### src/rtl/assert_macros.svh
// ----------------------------------------------------------------------------
// assert_macros.svh
// assertion shorthands, sampled on clk and disabled while rst_n is low
// ----------------------------------------------------------------------------
`ifndef ASSERT_MACROS_SVH
`define ASSERT_MACROS_SVH

// same-cycle implication
`define SACL_ASSERT_IMPL(name, ante, cons, msg) \
  name: assert property (@(posedge clk) disable iff (!rst_n) (ante) |-> (cons)) \
    else $error(msg);

// next-cycle implication
`define SACL_ASSERT_NEXT(name, ante, cons, msg) \
  name: assert property (@(posedge clk) disable iff (!rst_n) (ante) |=> (cons)) \
    else $error(msg);

// condition that must never hold
`define SACL_ASSERT_NEVER(name, cond, msg) \
  name: assert property (@(posedge clk) disable iff (!rst_n) !(cond)) \
    else $error(msg);

`endif

### src/rtl/sacl_ram.sv
`timescale 1ns / 1ps
// ----------------------------------------------------------------------------
// sacl_ram
// generic single-write, single-read ram with registered read data
// ----------------------------------------------------------------------------
module sacl_ram #(
  parameter int WIDTH = 8,
  parameter int DEPTH = 16,
  localparam int AW   = (DEPTH > 1) ? $clog2(DEPTH) : 1
) (
  input  logic             clk,
  input  logic             we,
  input  logic [AW-1:0]    waddr,
  input  logic [WIDTH-1:0] wdata,
  input  logic             re,
  input  logic [AW-1:0]    raddr,
  output logic [WIDTH-1:0] rdata
);

  logic [WIDTH-1:0] mem_r [DEPTH];
  logic [WIDTH-1:0] rdata_r;

  always_ff @(posedge clk) begin
    if (we) begin
      mem_r[waddr] <= wdata;
    end
    if (re) begin
      rdata_r <= mem_r[raddr];
    end
  end

  assign rdata = rdata_r;

endmodule

### config.mk
export PLATFORM = sky130hd
export DESIGN_NAME = sacl_ram
export DESIGN_NICKNAME = d
export VERILOG_FILES = /design/src/rtl/assert_macros.svh /design/src/rtl/sacl_ram.sv
export SDC_FILE = /design/constraint.sdc
export NUM_CORES = 1
export LEC_CHECK = 0
export ABC_AREA = 1
export BUFFER_PORTS_ARGS = -buffer_cell sky130_fd_sc_hd__buf_2
export CAP_MARGIN = 20
export CORE_ASPECT_RATIO = 1.75
export CORE_UTILIZATION = 60
export DETAILED_ROUTE_END_ITERATION = 10
export PLACE_DENSITY = 0.78
export SYNTH_ARGS = -nofsm -noshare
export SYNTH_HDL_FRONTEND = slang
export SYNTH_SLANG_ARGS = --single-unit
export TNS_END_PERCENT = 30
### constraint.sdc
create_clock -name clk -period 1.8 [get_ports clk]
set_clock_uncertainty 0.2 [all_clocks]
set_input_delay 0.27 -clock clk [delete_from_list [all_inputs] [get_ports clk]]
set_output_delay 0.27 -clock clk [all_outputs]
set_load 0.01 [all_outputs]
==> flow_summary.toml <==
[setup_path]
worstPathRequired_ps = 1330
cp-start-kind = "flop"
r2r_start = "mem_r[1][1]"
cp_num_cells = 1
rrSetupSlack_ps = 410
r2r_cells = 6
arrival_ps = 950
critPathSlowestCell = "edfxtp_1"
worst-path-buf-inv = 1
cp_cell_sequence = "buf_2"
timing_worst_setup_path_type = "flop to output pin"
critical-path-top-delay-family = "flip-flops"
max_stage_delay_ps = 390
end_kind = "output pin"
rr_endpoint = "rdata[1]"
path_max_fanout = 1

[global_routing]
antenna_found_initial = 0
grt_use_total_pct = 26.7
grt_max_degree = 33
grt_pass1_vias = 3860
grt_pass1_wl_um = 19500
overflow = 0

[sta]
relSlewSlack_pct = 58.8
grt_setup_unrepaired = "false"
slew_viol_final = 0
worst_pin_slew_ps = 618
setup_viol = 0
fmax_mhz = 704
hold_violations = 0
setup_tns_ps = 0
post-route-period-util_pct = 79.0
finalCriticalPeriod_ps = 1420
setup_ws_ps = 379

[layout]
area_growth_pct = 14.3
diodes = 0
multi_input_area_um2 = 1210
nets = 615
final_cells = 731
drive_gt1_share_pct = 12.6
ff_latch_area_um2 = 4080
n_fill_cell = 656

[logic_synthesis]
synth_enable_flop_cells = 136
synth-seq-cells = 136
async_reset_ff_share_pct = 0
ys_top_cells_by_area = "edfxtp_1 (70%), nand2_1 (11%), nand3_1 (8.3%)"
syn_area_um2 = 5850
yosysMostFrequentCell = "nand2_1"
syn_avg_cell_area_um2 = 10.6
yosysTopAreaCellShare_pct = 69.8
synth.distinct_cells = 11
synth_nets = 570
synth_area_leader_cell = "edfxtp_1"
postSynthCellCount = 551
yosysWarnings = 0
synthTopCellsByCount = "nand2_1 (173), edfxtp_1 (136), inv_1 (100)"
seq_area_frac_synth_pct = 69.8
ys.flop_type = "edfxtp_1"

[die]
die_h_um = 133
core_area_um2 = 9470
start_util_pct = 61.8
rows = 47
die_w_um = 76.6
ioPinCount = 27
die-area_um2 = 10200

[place]
routabilityCongestion = 0.922
io_buffers = 26
hpwl_um = 8100
dpl_worst_slack_ps = 70.1
dpl.cell_count = 698

[clock_tree]
numCtsBuffers = 17
clk_latency_ps = 410
cts-root-buf = "clkbuf_16"
clock_sinks = 136
tritoncts = "yes"
clock_path_buffers = 2
clkTransAtPathRegs_ps = 50
htree_levels = 4

[hold_path]
min_path_type = "input pin to flop"
whs_path_depth = 1
hp-start = "wdata[2]"
hold-path-endpoint = "mem_r[2][2]"

[routing]
drcViolationCount = 0
final_antenna_net_count = 0
dr.pass1.iters = 5
viasPerCell = 5.29
wire_per_inst_um = 17.0
drt-total-wl_um = 12400
vias = 3864
drt_iter0_markers = 300

[power_and_ir_drop]
p_leak_uw = 0.00292
power.density_nw_per_um2 = 1040
peakVddDrop_mv = 0.929

[job]
drv_cap = 0

[outcome]
status = "finished clean"
worst max path at each step:
stage	from	end	slack (ps)
6_report	rdata[4]	rdata[4]	380
5_1_grt	rdata[3]	rdata[3]	330
4_1_cts	rdata[4]	rdata[4]	350
3_5_place_dp	raddr[1]	rdata[1]	70
3_3_place_gp	raddr[1]	rdata[5]	130
2_1_floorplan	waddr[2]	mem_r[10][0]	380
what timing repair did:
item | 4_1_cts | 5_1_grt
setup buffers | 0 | 0
hold endpoints to repair | 5 | 0
resized for setup | 0 | 0
hold buffers | 1 | 0
layout make-up:
type | count | area share (%)
flip-flops and latches | 136 | 61.1
clock buffers | 21 | 6.59
multi-input cells | 289 | 18.2
clock inverters | 11 | 0.880
well taps | 122 | 2.28
repair buffers | 50 | 5.24
inverters | 102 | 5.73
registers in the layout, summed over array words and instances (netlist names):
signal / flops
mem_r: 128
rdata: 8
worst reg2reg max path, cell delays in order (launching register included):
cell	delay, ps
edfxtp_1	350
inv_1	60
nand2_1	50
nand3_1	110
nand3_1	150
nand3_1	150
nand2_1	80
power by group:
part	switching (µW)	leakage, µW	internal [µW]
Sequential	18.0	0.00124	3570
Combinational	304	0.00143	133
Clock	1170	0.000249	1730
Total	1490	0.00292	5430
cells in the final DEF, fill, tap and decap left out:
master         instances
edfxtp_1             136
clkinv_2               7
dlygate4sd3_1          1
inv_2                  2
nor2_1                17
buf_12                 3
clkinvlp_4             1
nand3_1               97
nand2_1              173
clkinv_1               2
clkinv_4               1
clkbuf_16             17
buf_2                 26
buf_4                 20
nand3b_1               2
clkbuf_1               4
inv_1                100
cells by family after synthesis:
| kind of cell | after synthesis | synth area share [%] |
|---|---|---|
| AND/OR/NAND/NOR | 289 | 20.8 |
| flip-flops | 136 | 69.8 |
| buffers and inverters | 126 | 9.39 |
per-layer routing:
| metal | track usage [%] | up-vias | share of wire [%] |
|---|---|---|---|
| li1 | - | 1871 | - |
| met1 | 28.9 | 1817 | 36 |
| met2 | 47.9 | 144 | 55 |
| met3 | 5.86 | 32 | 4.7 |
| met4 | 14.4 | 0 | 4.2 |
| met5 | 0 | - | 0 |
per-stage QoR:
step                      cell area [µm²]  util (%)  total power [µW]  hold slack (ps)
after global placement               6170      65.2              4070              432
after CTS                            6680      70.6              6960             51.2
after floorplan                      5850         -              3910              169
final                                6680      70.6              6920             62.2
after global routing                 6680      70.6              7140             64.4
after detailed placement             6170      65.2              4090              431
(Power assumes the default switching activity.)
