## src/rtl/assert_macros.svh

```systemverilog
// ----------------------------------------------------------------------------
// assert_macros.svh
// assertion shorthands, sampled on clk and disabled while rst_n is low
// ----------------------------------------------------------------------------
`ifndef ASSERT_MACROS_SVH
`define ASSERT_MACROS_SVH

// same-cycle implication
`define SACL_ASSERT_IMPL(name, ante, cons, msg) \
  name: assert property (@(posedge clk) disable iff (!rst_n) (ante) |-> (cons)) \
    else $error(msg);

// next-cycle implication
`define SACL_ASSERT_NEXT(name, ante, cons, msg) \
  name: assert property (@(posedge clk) disable iff (!rst_n) (ante) |=> (cons)) \
    else $error(msg);

// condition that must never hold
`define SACL_ASSERT_NEVER(name, cond, msg) \
  name: assert property (@(posedge clk) disable iff (!rst_n) !(cond)) \
    else $error(msg);

`endif

```

## src/rtl/sacl_pkg.sv

```systemverilog
`timescale 1ns / 1ps
// ----------------------------------------------------------------------------
// sacl_pkg
// shared types and constants of the set-associative cache lru model
// ----------------------------------------------------------------------------
package sacl_pkg;

  // default geometry
  localparam int SACL_MAX_SETS   = 256;
  localparam int SACL_MAX_WAYS   = 8;
  localparam int SACL_ADDR_WIDTH = 64;

  // configuration register widths
  localparam int SET_BITS_W   = 4;
  localparam int BLOCK_BITS_W = 6;
  localparam int WAYS_W       = 4;
  localparam int CFG_IDX_W    = 2;
  localparam int CFG_DATA_W   = 6;

  localparam logic [SET_BITS_W-1:0]   SET_BITS_RST   = 4'd4;
  localparam logic [BLOCK_BITS_W-1:0] BLOCK_BITS_RST = 6'd4;
  localparam logic [WAYS_W-1:0]       WAYS_RST       = 4'd1;

  // counters
  localparam int CNT_W = 32;

  typedef enum logic [CFG_IDX_W-1:0] {
    CFG_SET_BITS   = 2'd0,
    CFG_BLOCK_BITS = 2'd1,
    CFG_WAYS       = 2'd2
  } cfg_reg_t;

  typedef enum logic [1:0] {
    OUT_HIT   = 2'd0,
    OUT_FILL  = 2'd1,
    OUT_EVICT = 2'd2
  } outcome_t;

  typedef struct packed {
    outcome_t outcome;
    logic     hit;
    logic     evict;
  } lookup_stat_t;

endpackage

```

## src/rtl/sacl_stats.sv

```systemverilog
`timescale 1ns / 1ps
// ----------------------------------------------------------------------------
// sacl_stats
// saturating hit, miss and eviction counters
// ----------------------------------------------------------------------------
module sacl_stats
  import sacl_pkg::*;
(
  input  logic             clk,
  input  logic             rst_n,
  input  logic             upd,
  input  lookup_stat_t     stat,
  input  logic             kind,
  output logic [CNT_W-1:0] hits,
  output logic [CNT_W-1:0] misses,
  output logic [CNT_W-1:0] evicts
);

  logic [CNT_W-1:0] hit_r, miss_r, evict_r;
  logic [CNT_W-1:0] hit_nxt, miss_nxt, evict_nxt;
  logic [1:0]       hit_inc;

  function automatic logic [CNT_W-1:0] sat_add(input logic [CNT_W-1:0] v,
                                               input logic [1:0] inc);
    logic [CNT_W:0] s;
    s = {1'b0, v} + (CNT_W + 1)'(inc);
    return s[CNT_W] ? {CNT_W{1'b1}} : s[CNT_W-1:0];
  endfunction

  always_comb begin
    // second access of a modify always hits
    hit_inc   = {1'b0, stat.hit} + {1'b0, kind};
    hit_nxt   = sat_add(hit_r, hit_inc);
    miss_nxt  = sat_add(miss_r, {1'b0, !stat.hit});
    evict_nxt = sat_add(evict_r, {1'b0, stat.evict});
  end

  always_ff @(posedge clk) begin
    if (!rst_n) begin
      hit_r   <= '0;
      miss_r  <= '0;
      evict_r <= '0;
    end else if (upd) begin
      hit_r   <= hit_nxt;
      miss_r  <= miss_nxt;
      evict_r <= evict_nxt;
    end
  end

  assign hits   = hit_r;
  assign misses = miss_r;
  assign evicts = evict_r;

endmodule

```

## config.mk

```make
export PLATFORM = sky130hd
export DESIGN_NAME = sacl_stats
export DESIGN_NICKNAME = d
export VERILOG_FILES = /design/src/rtl/assert_macros.svh /design/src/rtl/sacl_pkg.sv /design/src/rtl/sacl_stats.sv
export SDC_FILE = /design/constraint.sdc
export NUM_CORES = 1
export LEC_CHECK = 0
export ABC_CLOCK_PERIOD_IN_PS = 2910
export BUFFER_PORTS_ARGS = -buffer_cell sky130_fd_sc_hd__buf_2
export CORE_MARGIN = 4
export CORE_UTILIZATION = 55
export DETAILED_ROUTE_END_ITERATION = 10
export PLACE_DENSITY = 0.8
export SYNTH_ARGS = -nofsm -noshare
export SYNTH_HDL_FRONTEND = slang
export SYNTH_SLANG_ARGS = --single-unit
```

## constraint.sdc

```tcl
create_clock -name clk -period 2.91 [get_ports clk]
set_input_delay 0.582 -clock clk [delete_from_list [all_inputs] [get_ports clk]]
set_output_delay 0.582 -clock clk [all_outputs]
set_load 0.1 [all_outputs]
```

==> impl_metrics.json <==
{
  "status": "finished, final reports clean",
  "synth.distinct_cells": 63,
  "rsz0062_at_grt": "no",
  "report.final.setup_viol": 0,
  "synthesis.area_um2": 5100,
  "post-synth-top-area-cell": "sky130_fd_sc_hd__dfxtp_1",
  "average_detailed_routed_wire_length_per_instance_um": 16.8,
  "grt_pass1_vias": 4746,
  "routed_wirelength_mm": 13.6,
  "final.fill_count": 756,
  "met2_demand_to_capacity_share_in_global_routing_pct": 40.2,
  "timing.final.ws_setup_ns": 0.446,
  "fmax_mhz": 406,
  "post_route_cells_drive_above_1_share_pct": 22.5,
  "grt_first_pass_wirelength_mm": 23.0,
  "layout_area_overhead_pct": 15.7,
  "antenna_cells": 0,
  "avgSynthCellArea_um2": 8.51,
  "finish.cell_count_without_fillers": 809,
  "global_route.peak_usage_layer": "met2",
  "grt_antenna_before_repair": 0,
  "globalRoute.totalOverflow": 0,
  "multiInputGateArea_um2": 2950,
  "clock_tree_sinks": 96,
  "synth_top_family_by_area": "simple AND/OR/NAND/NOR gates",
  "cts.repair.resized": 0,
  "fin_worst_hold_slack_ns": 0.520,
  "boundaryPins": 104,
  "post-route-drc-count": 0,
  "finalHoldViolCount": 0,
  "num-nets-final": 711,
  "worstSetupStartpointType": "input pin",
  "hold_path_class": "register to register",
  "vdd_drop_max_mv": 0.197,
  "dominantRegCellSynth": "sky130_fd_sc_hd__dfxtp_1",
  "place_hpwl_mm": 9.53,
  "totalNegativeSetupSlack_ns": 0,
  "timing.final.crit_period_ns": 2.46,
  "cts_hold_repair.buffers": 0,
  "synth_simple_gate_area_share_pct": 30.1,
  "die_width_um": 104,
  "worst_clock_skew_ns": 0.0111,
  "worst-endpoint-required_ns": 3.21,
  "synth_edf_count": 0,
  "leakage_nw": 2.18,
  "total_power_w": 0.00227,
  "tritoncts": "done",
  "groute.layer.met3.usage_pct": 4.35,
  "cellPowerDensity_nw_per_um2": 385,
  "synth.area.top_cells": "sky130_fd_sc_hd__dfxtp_1 38%, sky130_fd_sc_hd__a31oi_1 5.2%, sky130_fd_sc_hd__nand4_1 4.8%, sky130_fd_sc_hd__xnor2_1 3.9%, sky130_fd_sc_hd__a21oi_1 3.9%",
  "die_area_um2": 10900,
  "synthesis.instances": 599,
  "seq_area_frac_synth_pct": 37.7,
  "synth.net_count": 613,
  "cts_inserted_buffers": 9,
  "pin_count_of_the_biggest_net_entering_global_routing": 64,
  "synth_compound_area_share_pct": 20.6,
  "number_of_levels_in_the_clock_h_tree": 3,
  "worst_setup_path_end_kind": "register",
  "met1_layer_usage_reported_by_global_route_pct": 33.0,
  "slew_of_the_pin_with_the_lowest_slew_margin_ns": 0.807,
  "postCtsSetupBuffers": 0,
  "clk_pin_slew_worst_paths_ns": 0.10,
  "synth-async-reset-ratio_pct": 0,
  "max-cap-violations": 0,
  "dr.pass1.iters": 5,
  "synthesized_area_fraction_occupied_by_adder_cells_pct": 1.62,
  "placedCellCount": 794,
  "worst_skew_pair.late_latency_ns": 0.36,
  "grt_use_total_pct": 24.7,
  "mostFrequentLayoutCell": "sky130_fd_sc_hd__buf_2",
  "number_of_buffers_inserted_by_port_buffering": 101,
  "fp.dieH_um": 104,
  "synthMuxAreaShare_pct": 0.393,
  "layout.area.seq_um2": 1920,
  "dp_worst_setup_slack_ns": 0.0936,
  "place_congestion": 0.883,
  "worstPathArrival_ns": 2.76,
  "layout_common_cells": "101 x sky130_fd_sc_hd__buf_2, 95 x sky130_fd_sc_hd__dfxtp_1, 42 x sky130_fd_sc_hd__nand2_1, 42 x sky130_fd_sc_hd__a31oi_1, 40 x sky130_fd_sc_hd__a21oi_1",
  "drt_iter0_drc": 336,
  "relative_max_transition_margin_pct": 45.8,
  "timing_max_transition_violations_final": 0,
  "cts_buffer_depth": 2,
  "yosys.area.top_type_share_pct": 37.7,
  "start_util_pct": 57.4,
  "floorplan.core_area_um2": 8890,
  "clock_tree.root_cell": "sky130_fd_sc_hd__clkbuf_8",
  "finalCritPeriodShare_pct": 84.7,
  "worstPathMaxFanout": 3,
  "synth-warning-count": 0,
  "ys_ff_latch": 96,
  "ant_nets": 0,
  "num_rows": 34,
  "vias": 5258,
  "setup.worst_path.class": "input pin to register",
  "synthXorXnorAreaFrac_pct": 5.15,
  "vias_per_cell": 6.50
}
[critical path: stages]
cell and delay (ns):
sky130_fd_sc_hd__buf_2 0.08, sky130_fd_sc_hd__inv_1 0.07, sky130_fd_sc_hd__fa_1 0.47, sky130_fd_sc_hd__inv_1 0.08
sky130_fd_sc_hd__ha_1 0.18, sky130_fd_sc_hd__nand4_1 0.16, sky130_fd_sc_hd__or4_2 0.68, sky130_fd_sc_hd__or3_1 0.32
sky130_fd_sc_hd__a31oi_1 0.15
[synthesized netlist by cell type (all sizes together), types with 18 or more instances]
master,number
a21oi,40
a31oi,42
clkbuf,23
dfxtp,96
inv,22
nand2,42
nand3,32
nand4,43
nor2,21
nor4,21
o21ai,18
or4,20
xnor2,23
[power breakdown]
part,switching [W],internal (W)
clock,0.000471,0.000334
sequential,0.00000988,0.00132
combinational,0.000107,0.0000287
total,0.000587,0.00168
[final timing paths]
kind	cells after the start	start	slack [ns]	endpoint
max	9	stat[1]	0.45	hits[26]
min	1	misses[10]	0.52	misses[10]
max reg2reg	8	hits[0]	0.47	hits[26]
min reg2reg	1	misses[10]	0.52	misses[10]
[final cells by class]
cell class / instances / area share, %
multi-input cells: 451 / 50.0
clock inverters: 4 / 0.509
flip-flops and latches: 96 / 32.6
repair buffers: 117 / 10.8
inverters: 22 / 1.40
well taps: 108 / 2.29
clock buffers: 11 / 2.40
[per-stage QoR]
step | util [%] | cell area, µm²
floorplan | - | 5100
detailed placement | 64.4 | 5730
finish | 66.3 | 5900
global route | 66.3 | 5900
global placement | 64.4 | 5730
CTS | 66.3 | 5900
[cells by family after synthesis]
group / Yosys count
simple gates: 253
compound gates: 160
flops: 96
buf+inv: 52
xor+xnor: 30
fa+ha+maj: 6
mux: 2
[per-layer routing]
layer	share of wire (%)	vias up	wire (µm)
li1	-	2544	-
met1	45	2496	6110
met4	1.5	0	207
met5	0	-	0
met2	47	197	6330
met3	7.0	21	958
[state kept, by name, indices dropped and copies added, names as in the netlist]
name    flops
misses     32
evicts     32
hits       32
No activity file was read; power rests on OpenSTA's default activity.
