==> src/rtl/assert_macros.svh <==
// ----------------------------------------------------------------------------
// assert_macros.svh
// assertion shorthands, sampled on clk and disabled while rst_n is low
// ----------------------------------------------------------------------------
`ifndef ASSERT_MACROS_SVH
`define ASSERT_MACROS_SVH

// same-cycle implication
`define SACL_ASSERT_IMPL(name, ante, cons, msg) \
  name: assert property (@(posedge clk) disable iff (!rst_n) (ante) |-> (cons)) \
    else $error(msg);

// next-cycle implication
`define SACL_ASSERT_NEXT(name, ante, cons, msg) \
  name: assert property (@(posedge clk) disable iff (!rst_n) (ante) |=> (cons)) \
    else $error(msg);

// condition that must never hold
`define SACL_ASSERT_NEVER(name, cond, msg) \
  name: assert property (@(posedge clk) disable iff (!rst_n) !(cond)) \
    else $error(msg);

`endif

==> src/rtl/sacl_pkg.sv <==
`timescale 1ns / 1ps
// ----------------------------------------------------------------------------
// sacl_pkg
// shared types and constants of the set-associative cache lru model
// ----------------------------------------------------------------------------
package sacl_pkg;

  // default geometry
  localparam int SACL_MAX_SETS   = 256;
  localparam int SACL_MAX_WAYS   = 8;
  localparam int SACL_ADDR_WIDTH = 64;

  // configuration register widths
  localparam int SET_BITS_W   = 4;
  localparam int BLOCK_BITS_W = 6;
  localparam int WAYS_W       = 4;
  localparam int CFG_IDX_W    = 2;
  localparam int CFG_DATA_W   = 6;

  localparam logic [SET_BITS_W-1:0]   SET_BITS_RST   = 4'd4;
  localparam logic [BLOCK_BITS_W-1:0] BLOCK_BITS_RST = 6'd4;
  localparam logic [WAYS_W-1:0]       WAYS_RST       = 4'd1;

  // counters
  localparam int CNT_W = 32;

  typedef enum logic [CFG_IDX_W-1:0] {
    CFG_SET_BITS   = 2'd0,
    CFG_BLOCK_BITS = 2'd1,
    CFG_WAYS       = 2'd2
  } cfg_reg_t;

  typedef enum logic [1:0] {
    OUT_HIT   = 2'd0,
    OUT_FILL  = 2'd1,
    OUT_EVICT = 2'd2
  } outcome_t;

  typedef struct packed {
    outcome_t outcome;
    logic     hit;
    logic     evict;
  } lookup_stat_t;

endpackage

==> src/rtl/sacl_lookup.sv <==
`timescale 1ns / 1ps
// ----------------------------------------------------------------------------
// sacl_lookup
// tag compare, fill or victim choice and lru update for one set row
// ----------------------------------------------------------------------------
module sacl_lookup
  import sacl_pkg::*;
#(
  parameter int MAX_WAYS   = SACL_MAX_WAYS,
  parameter int ADDR_WIDTH = SACL_ADDR_WIDTH,
  localparam int RANK_W    = (MAX_WAYS > 1) ? $clog2(MAX_WAYS) : 1,
  localparam int WAY_W     = 1 + RANK_W + ADDR_WIDTH,
  localparam int ROW_W     = MAX_WAYS * WAY_W
) (
  input  logic [ROW_W-1:0]      row_in,
  input  logic [ADDR_WIDTH-1:0] tag,
  input  logic [WAYS_W-1:0]     ways_in_use,
  output logic [ROW_W-1:0]      row_out,
  output lookup_stat_t          stat
);

  localparam logic [RANK_W-1:0] RANK_TOP = RANK_W'(MAX_WAYS - 1);
  localparam logic [WAYS_W:0]   WAYS_LIM = (WAYS_W + 1)'(MAX_WAYS);

  logic [WAYS_W:0]         ways_eff;
  logic [MAX_WAYS-1:0]     used;
  logic [MAX_WAYS-1:0]     vld;
  logic [RANK_W-1:0]       rank [MAX_WAYS];
  logic [ADDR_WIDTH-1:0]   tg   [MAX_WAYS];
  logic [MAX_WAYS-1:0]     hit_vec, empty_vec, max_vec;
  logic [MAX_WAYS-1:0]     hit_oh, fill_oh, vict_oh, target_oh;
  logic                    any_hit, any_empty, age_all;
  logic [RANK_W-1:0]       limit;
  logic [RANK_W-1:0]       rank_new;

  always_comb begin
    ways_eff = {1'b0, ways_in_use};
    if (ways_eff == '0) begin
      ways_eff = (WAYS_W + 1)'(1);
    end else if (ways_eff > WAYS_LIM) begin
      ways_eff = WAYS_LIM;
    end

    for (int i = 0; i < MAX_WAYS; i++) begin
      used[i]      = (WAYS_W + 1)'(i) < ways_eff;
      vld[i]       = row_in[i*WAY_W + WAY_W - 1];
      rank[i]      = row_in[i*WAY_W + ADDR_WIDTH +: RANK_W];
      tg[i]        = row_in[i*WAY_W +: ADDR_WIDTH];
      hit_vec[i]   = used[i] && vld[i] && (tg[i] == tag);
      empty_vec[i] = used[i] && !vld[i];
    end

    // ways holding the largest rank among the used ways
    for (int i = 0; i < MAX_WAYS; i++) begin
      max_vec[i] = used[i];
      for (int j = 0; j < MAX_WAYS; j++) begin
        if (used[j] && (rank[j] > rank[i])) begin
          max_vec[i] = 1'b0;
        end
      end
    end

    // lowest index wins in each case
    hit_oh  = hit_vec   & (~hit_vec   + MAX_WAYS'(1));
    fill_oh = empty_vec & (~empty_vec + MAX_WAYS'(1));
    vict_oh = max_vec   & (~max_vec   + MAX_WAYS'(1));

    any_hit   = |hit_vec;
    any_empty = |empty_vec;
    age_all   = !any_hit && any_empty;

    if (any_hit) begin
      target_oh = hit_oh;
    end else if (any_empty) begin
      target_oh = fill_oh;
    end else begin
      target_oh = vict_oh;
    end

    limit = '0;
    for (int i = 0; i < MAX_WAYS; i++) begin
      limit = limit | (target_oh[i] ? rank[i] : '0);
    end

    for (int i = 0; i < MAX_WAYS; i++) begin
      rank_new = rank[i];
      if (used[i] && vld[i] && (age_all || (rank[i] < limit)) && (rank[i] != RANK_TOP)) begin
        rank_new = rank[i] + RANK_W'(1);
      end
      if (target_oh[i]) begin
        row_out[i*WAY_W +: WAY_W] = {1'b1, {RANK_W{1'b0}}, tag};
      end else begin
        row_out[i*WAY_W +: WAY_W] = {vld[i], rank_new, tg[i]};
      end
    end

    stat.hit   = any_hit;
    stat.evict = !any_hit && !any_empty;
    if (any_hit) begin
      stat.outcome = OUT_HIT;
    end else if (any_empty) begin
      stat.outcome = OUT_FILL;
    end else begin
      stat.outcome = OUT_EVICT;
    end
  end

endmodule

==> config.mk <==
export PLATFORM = sky130hd
export DESIGN_NAME = sacl_lookup
export DESIGN_NICKNAME = d
export VERILOG_FILES = /design/src/rtl/assert_macros.svh /design/src/rtl/sacl_pkg.sv /design/src/rtl/sacl_lookup.sv
export SDC_FILE = /design/constraint.sdc
export NUM_CORES = 1
export LEC_CHECK = 0
export BUFFER_PORTS_ARGS = -buffer_cell sky130_fd_sc_hd__buf_4
export CAP_MARGIN = 20
export CORE_AREA = 3 3 454 456
export DETAILED_ROUTE_END_ITERATION = 10
export DIE_AREA = 0 0 457 459
export GPL_TIMING_DRIVEN = 0
export SLEW_MARGIN = 10
export SYNTH_ARGS = -nofsm -noshare
export SYNTH_HDL_FRONTEND = slang
export SYNTH_SLANG_ARGS = --single-unit
==> constraint.sdc <==
create_clock -name vclk -period 10.79
set_clock_uncertainty 0.2 [all_clocks]
set_input_delay 0.5395 -clock vclk [all_inputs]
set_output_delay 0.5395 -clock vclk [all_outputs]
set_load 0.05 [all_outputs]
==> parameters.txt <==
Parameter                              Value

Outcome
  Run status ... finished, final reports clean

Drt
  Number of nets with antenna violations after routing ... 0
  Wire length reported by the detailed router ... 345 mm
  Total DRC errors in the routed layout ... 0
  Routed wire length per instance ... 54.3 um
  Number of vias in the routed layout ... around 29000
  First-pass iteration count of the detailed router ... 8
  Via density ... 4.55
  Initial detailed-routing violation count ... 3431

Setup path
  Crit Path Max Fanout ... 10
  Critical Path AT ... 7800 ps
  Buffers plus inverters on the worst setup path ... 4
  Worst setup path endpoint ... row_out[541]
  Gate family responsible for the most delay along the worst path ... simple AND/OR/NAND/NOR gates
  Element type at the critical path start ... primary input
  Slowest stage cell, crit path ... sky130_fd_sc_hd__nor4_1
  Critical Path Sink Type ... output pin
  WP depth ... 16
  Launch point of the critical path ... ways_in_use[3]
  Highest cell delay on the worst timing path ... 1020 ps
  Crit path cell chain ... clkbuf_1 > buf_2 > a21o_1 > nand4_1 > nor4_1 > nand4_1 > nor4_1 > o211ai_1 > or3_1 > o2111a_1 > nand2_1 > buf_1 > o31ai_1 > a211o_1 > mux2i_1 > buf_4
  Required @ worst endpoint ... 10050 ps
  Classification of the worst setup path ... in -> out

Global routing
  Met2 track utilization from global routing ... 45.7%
  Overall overflow remaining after global route ... 0
  Overall track demand over capacity in global routing ... 31.1%
  Global-route wire length before repair ... between 400 and 500 mm
  Pin count of the biggest net entering global routing ... 13
  Vias in the first global route ... 26800
  Antenna violations before repair ... 230
  GR Layer Usage met1 ... 38.2%
  Most used routing layer in global routing ... met2
  Global routing usage on met3 ... between 10% and 20%

Floorplan
  Number of placement rows ... between 150 and 200
  Die Wd ... 457 um
  Core Area ... ~200000 um2
  Die height ... 459 um
  Number of I/O pins ... 1160
  Initial core utilization ... between 8 and 9%
  Total Die Area ... approximately 210000 um2

Yosys
  Area of the mapped netlist ... between 15000 and 20000 um2
  Sequential cell area fraction in the yosys report ... 0%
  Multiplexer share of the synthesized area ... 26.7%
  Synthesized netlist cell count ... 2408
  Netlist cell types ... 85
  Synth Warn # ... 0
  Net Count, Synth ... 3120
  Synth Area in Compound Gates ... 9.59%
  Post-Syn Area per Cell ... ~7.4 um2
  Xor and xnor area share after synthesis ... 24.1%
  Simple-gate portion of the synthesized area ... 26.4%
  Dominant combinational cell family by area after synthesis ... multiplexers
  Post-synthesis share of cell area spent on full adders, half adders and majority gates ... under 10%

STA
  Actual transition at the worst max-transition pin ... 1330 ps
  Final critical delay including setup and external delays ... around 8500 ps
  Worst slew margin relative to its limit ... between 10% and 20%
  Total of endpoints with negative setup slack in the final report ... 0
  Final Hold Viols ... 0
  Pins over their slew limit ... 0
  Setup_tns ... 0 ps
  Setup repair after global routing missed its margin ... false
  Fmax achieved ... approximately 120 MHz
  Post-route clock period utilization ... between 70% and 80%

Layout
  Share of post-route cells with drive strength above 1 ... 48.2%
  Number of fill cells in the layout ... 23300
  Count of flip-flops and latches ... 0
  Synthesis-to-finish area growth ... 70.5%
  Fin nets ... between 4000 and 5000
  Layout clock buffer count ... 0
  Reg area ... 0 um2

Run
  # Max-Cap Violations ... 0

Clocking
  Number of hold-repair buffers added at the cts stage ... 0
  Number of setup buffers added after CTS ... 0
  Number of gates resized after CTS ... 0

Place
  Final HPWL from detailed placement ... approximately 300 mm
  Gp weighted congestion ... approximately 1.0
  Count of port buffers added during placement ... 1102

Worst hold path
  Hold/Removal Path Class ... in -> out
==> metrics by stage <==
step                      area [um2]  instances  setup slack [ps]  util [%]  hold WS (ps)
after global placement         29400       6182              1200      14.6          1270
after global routing           30300       6284              2320      15.0          1290
final                          30400       6340              2250      15.0          1260
after detailed placement       30100       6214              2500      14.9          1270
after floorplan                17800       2408              4950         -          1130
after CTS                      30100       6214              2490      14.9          1270
==> synthesized netlist by cell type (7+ instances only) <==
cell	number	share of area, %
sky130_fd_sc_hd__a21oi_1	41	1.2
sky130_fd_sc_hd__a221o_1	7	0.39
sky130_fd_sc_hd__a31oi_1	11	0.39
sky130_fd_sc_hd__a32oi_1	11	0.54
sky130_fd_sc_hd__and3_1	9	0.32
sky130_fd_sc_hd__buf_1	16	0.34
sky130_fd_sc_hd__buf_2	89	2.5
sky130_fd_sc_hd__clkbuf_1	89	1.9
sky130_fd_sc_hd__ha_1	100	7.0
sky130_fd_sc_hd__inv_1	56	1.2
sky130_fd_sc_hd__mux2_2	408	26
sky130_fd_sc_hd__mux2i_1	14	0.79
sky130_fd_sc_hd__nand2_1	316	6.7
sky130_fd_sc_hd__nand2b_1	49	1.7
sky130_fd_sc_hd__nand3_1	51	1.4
sky130_fd_sc_hd__nand3b_1	17	0.72
sky130_fd_sc_hd__nand4_1	152	5.3
sky130_fd_sc_hd__nand4b_1	9	0.44
sky130_fd_sc_hd__nor2_1	61	1.3
sky130_fd_sc_hd__nor2b_1	12	0.42
sky130_fd_sc_hd__nor3_1	33	0.93
sky130_fd_sc_hd__nor4_1	101	3.5
sky130_fd_sc_hd__nor4b_1	7	0.34
sky130_fd_sc_hd__o2111ai_1	10	0.49
sky130_fd_sc_hd__o21ai_0	72	2.0
sky130_fd_sc_hd__o22ai_1	10	0.35
sky130_fd_sc_hd__o31ai_1	7	0.29
sky130_fd_sc_hd__or2_2	14	0.49
sky130_fd_sc_hd__or3_1	14	0.49
sky130_fd_sc_hd__or4_1	17	0.72
sky130_fd_sc_hd__xnor2_1	329	16
sky130_fd_sc_hd__xor2_1	161	7.9
==> layout make-up <==
type / count / area (um2) / share of cell area, %
multi-input combinational: 2153 / 16800 / 55.2
timing repair buffer: 1134 / 8830 / 29.0
tap: 2672 / 3340 / 11.0
buffer: 199 / 928 / 3.05
antenna: 126 / 315 / 1.04
inverter: 56 / 210 / 0.692
==> worst min path at each step <==
stage	from	endpoint	slack (ps)	depth (start not counted)
floorplan	row_in[203]	row_out[203]	1130	1
global placement	row_in[110]	row_out[110]	1270	4
detailed placement	row_in[455]	row_out[455]	1270	4
CTS	row_in[455]	row_out[455]	1270	4
global route	row_in[455]	row_out[455]	1290	4
finish	row_in[455]	row_out[455]	1260	4
==> layout by cell type (no fill, tap or decap), types with 10 or more instances in the layout <==
cell type                   netlist  layout
sky130_fd_sc_hd__nor2b_1         12      12
sky130_fd_sc_hd__buf_4            2    1109
sky130_fd_sc_hd__mux2i_1         14      14
sky130_fd_sc_hd__ha_1           100     100
sky130_fd_sc_hd__a31oi_1         11      11
sky130_fd_sc_hd__clkbuf_1        89      61
sky130_fd_sc_hd__nor2_1          61      60
sky130_fd_sc_hd__nor3_1          33      33
sky130_fd_sc_hd__nor4_1         101      98
sky130_fd_sc_hd__or2_2           14      14
sky130_fd_sc_hd__diode_2          0     126
sky130_fd_sc_hd__a21oi_1         41      41
sky130_fd_sc_hd__nand2_1        316     316
sky130_fd_sc_hd__xnor2_1        329     329
sky130_fd_sc_hd__o22ai_1         10      10
sky130_fd_sc_hd__xor2_1         161     161
sky130_fd_sc_hd__buf_1           16      12
sky130_fd_sc_hd__nand3b_1        17      17
sky130_fd_sc_hd__or4_1           17      17
sky130_fd_sc_hd__a32oi_1         11      11
sky130_fd_sc_hd__inv_1           56      56
sky130_fd_sc_hd__nand4_1        152     152
sky130_fd_sc_hd__or3_1           14      14
sky130_fd_sc_hd__mux2_2         408     408
sky130_fd_sc_hd__clkbuf_2         0      28
sky130_fd_sc_hd__o21ai_0         72      71
sky130_fd_sc_hd__buf_2           89      93
sky130_fd_sc_hd__o2111ai_1       10      10
sky130_fd_sc_hd__nand2b_1        49      49
sky130_fd_sc_hd__nand3_1         51      51
==> worst min-delay path: cells and delay by family <==
family	cells	cell delay, ps
buffers and inverters	2	280
AND/OR/NAND/NOR	2	90
==> logic make-up after synthesis <==
logic type	count (synthesis)
compound gates	246
mux	424
simple gates	892
buf+inv	255
xor+xnor	490
fa+ha+maj	101
==> per-layer routing <==
metal  part of all wire, %  vias to the layer above  wire [um]
met3                    11                      581      37300
met1                    40                    14600     139000
met2                    42                     2403     144000
met4                   6.8                       82      23300
met5                  0.17                        -        583
li1                      -                    11200          -
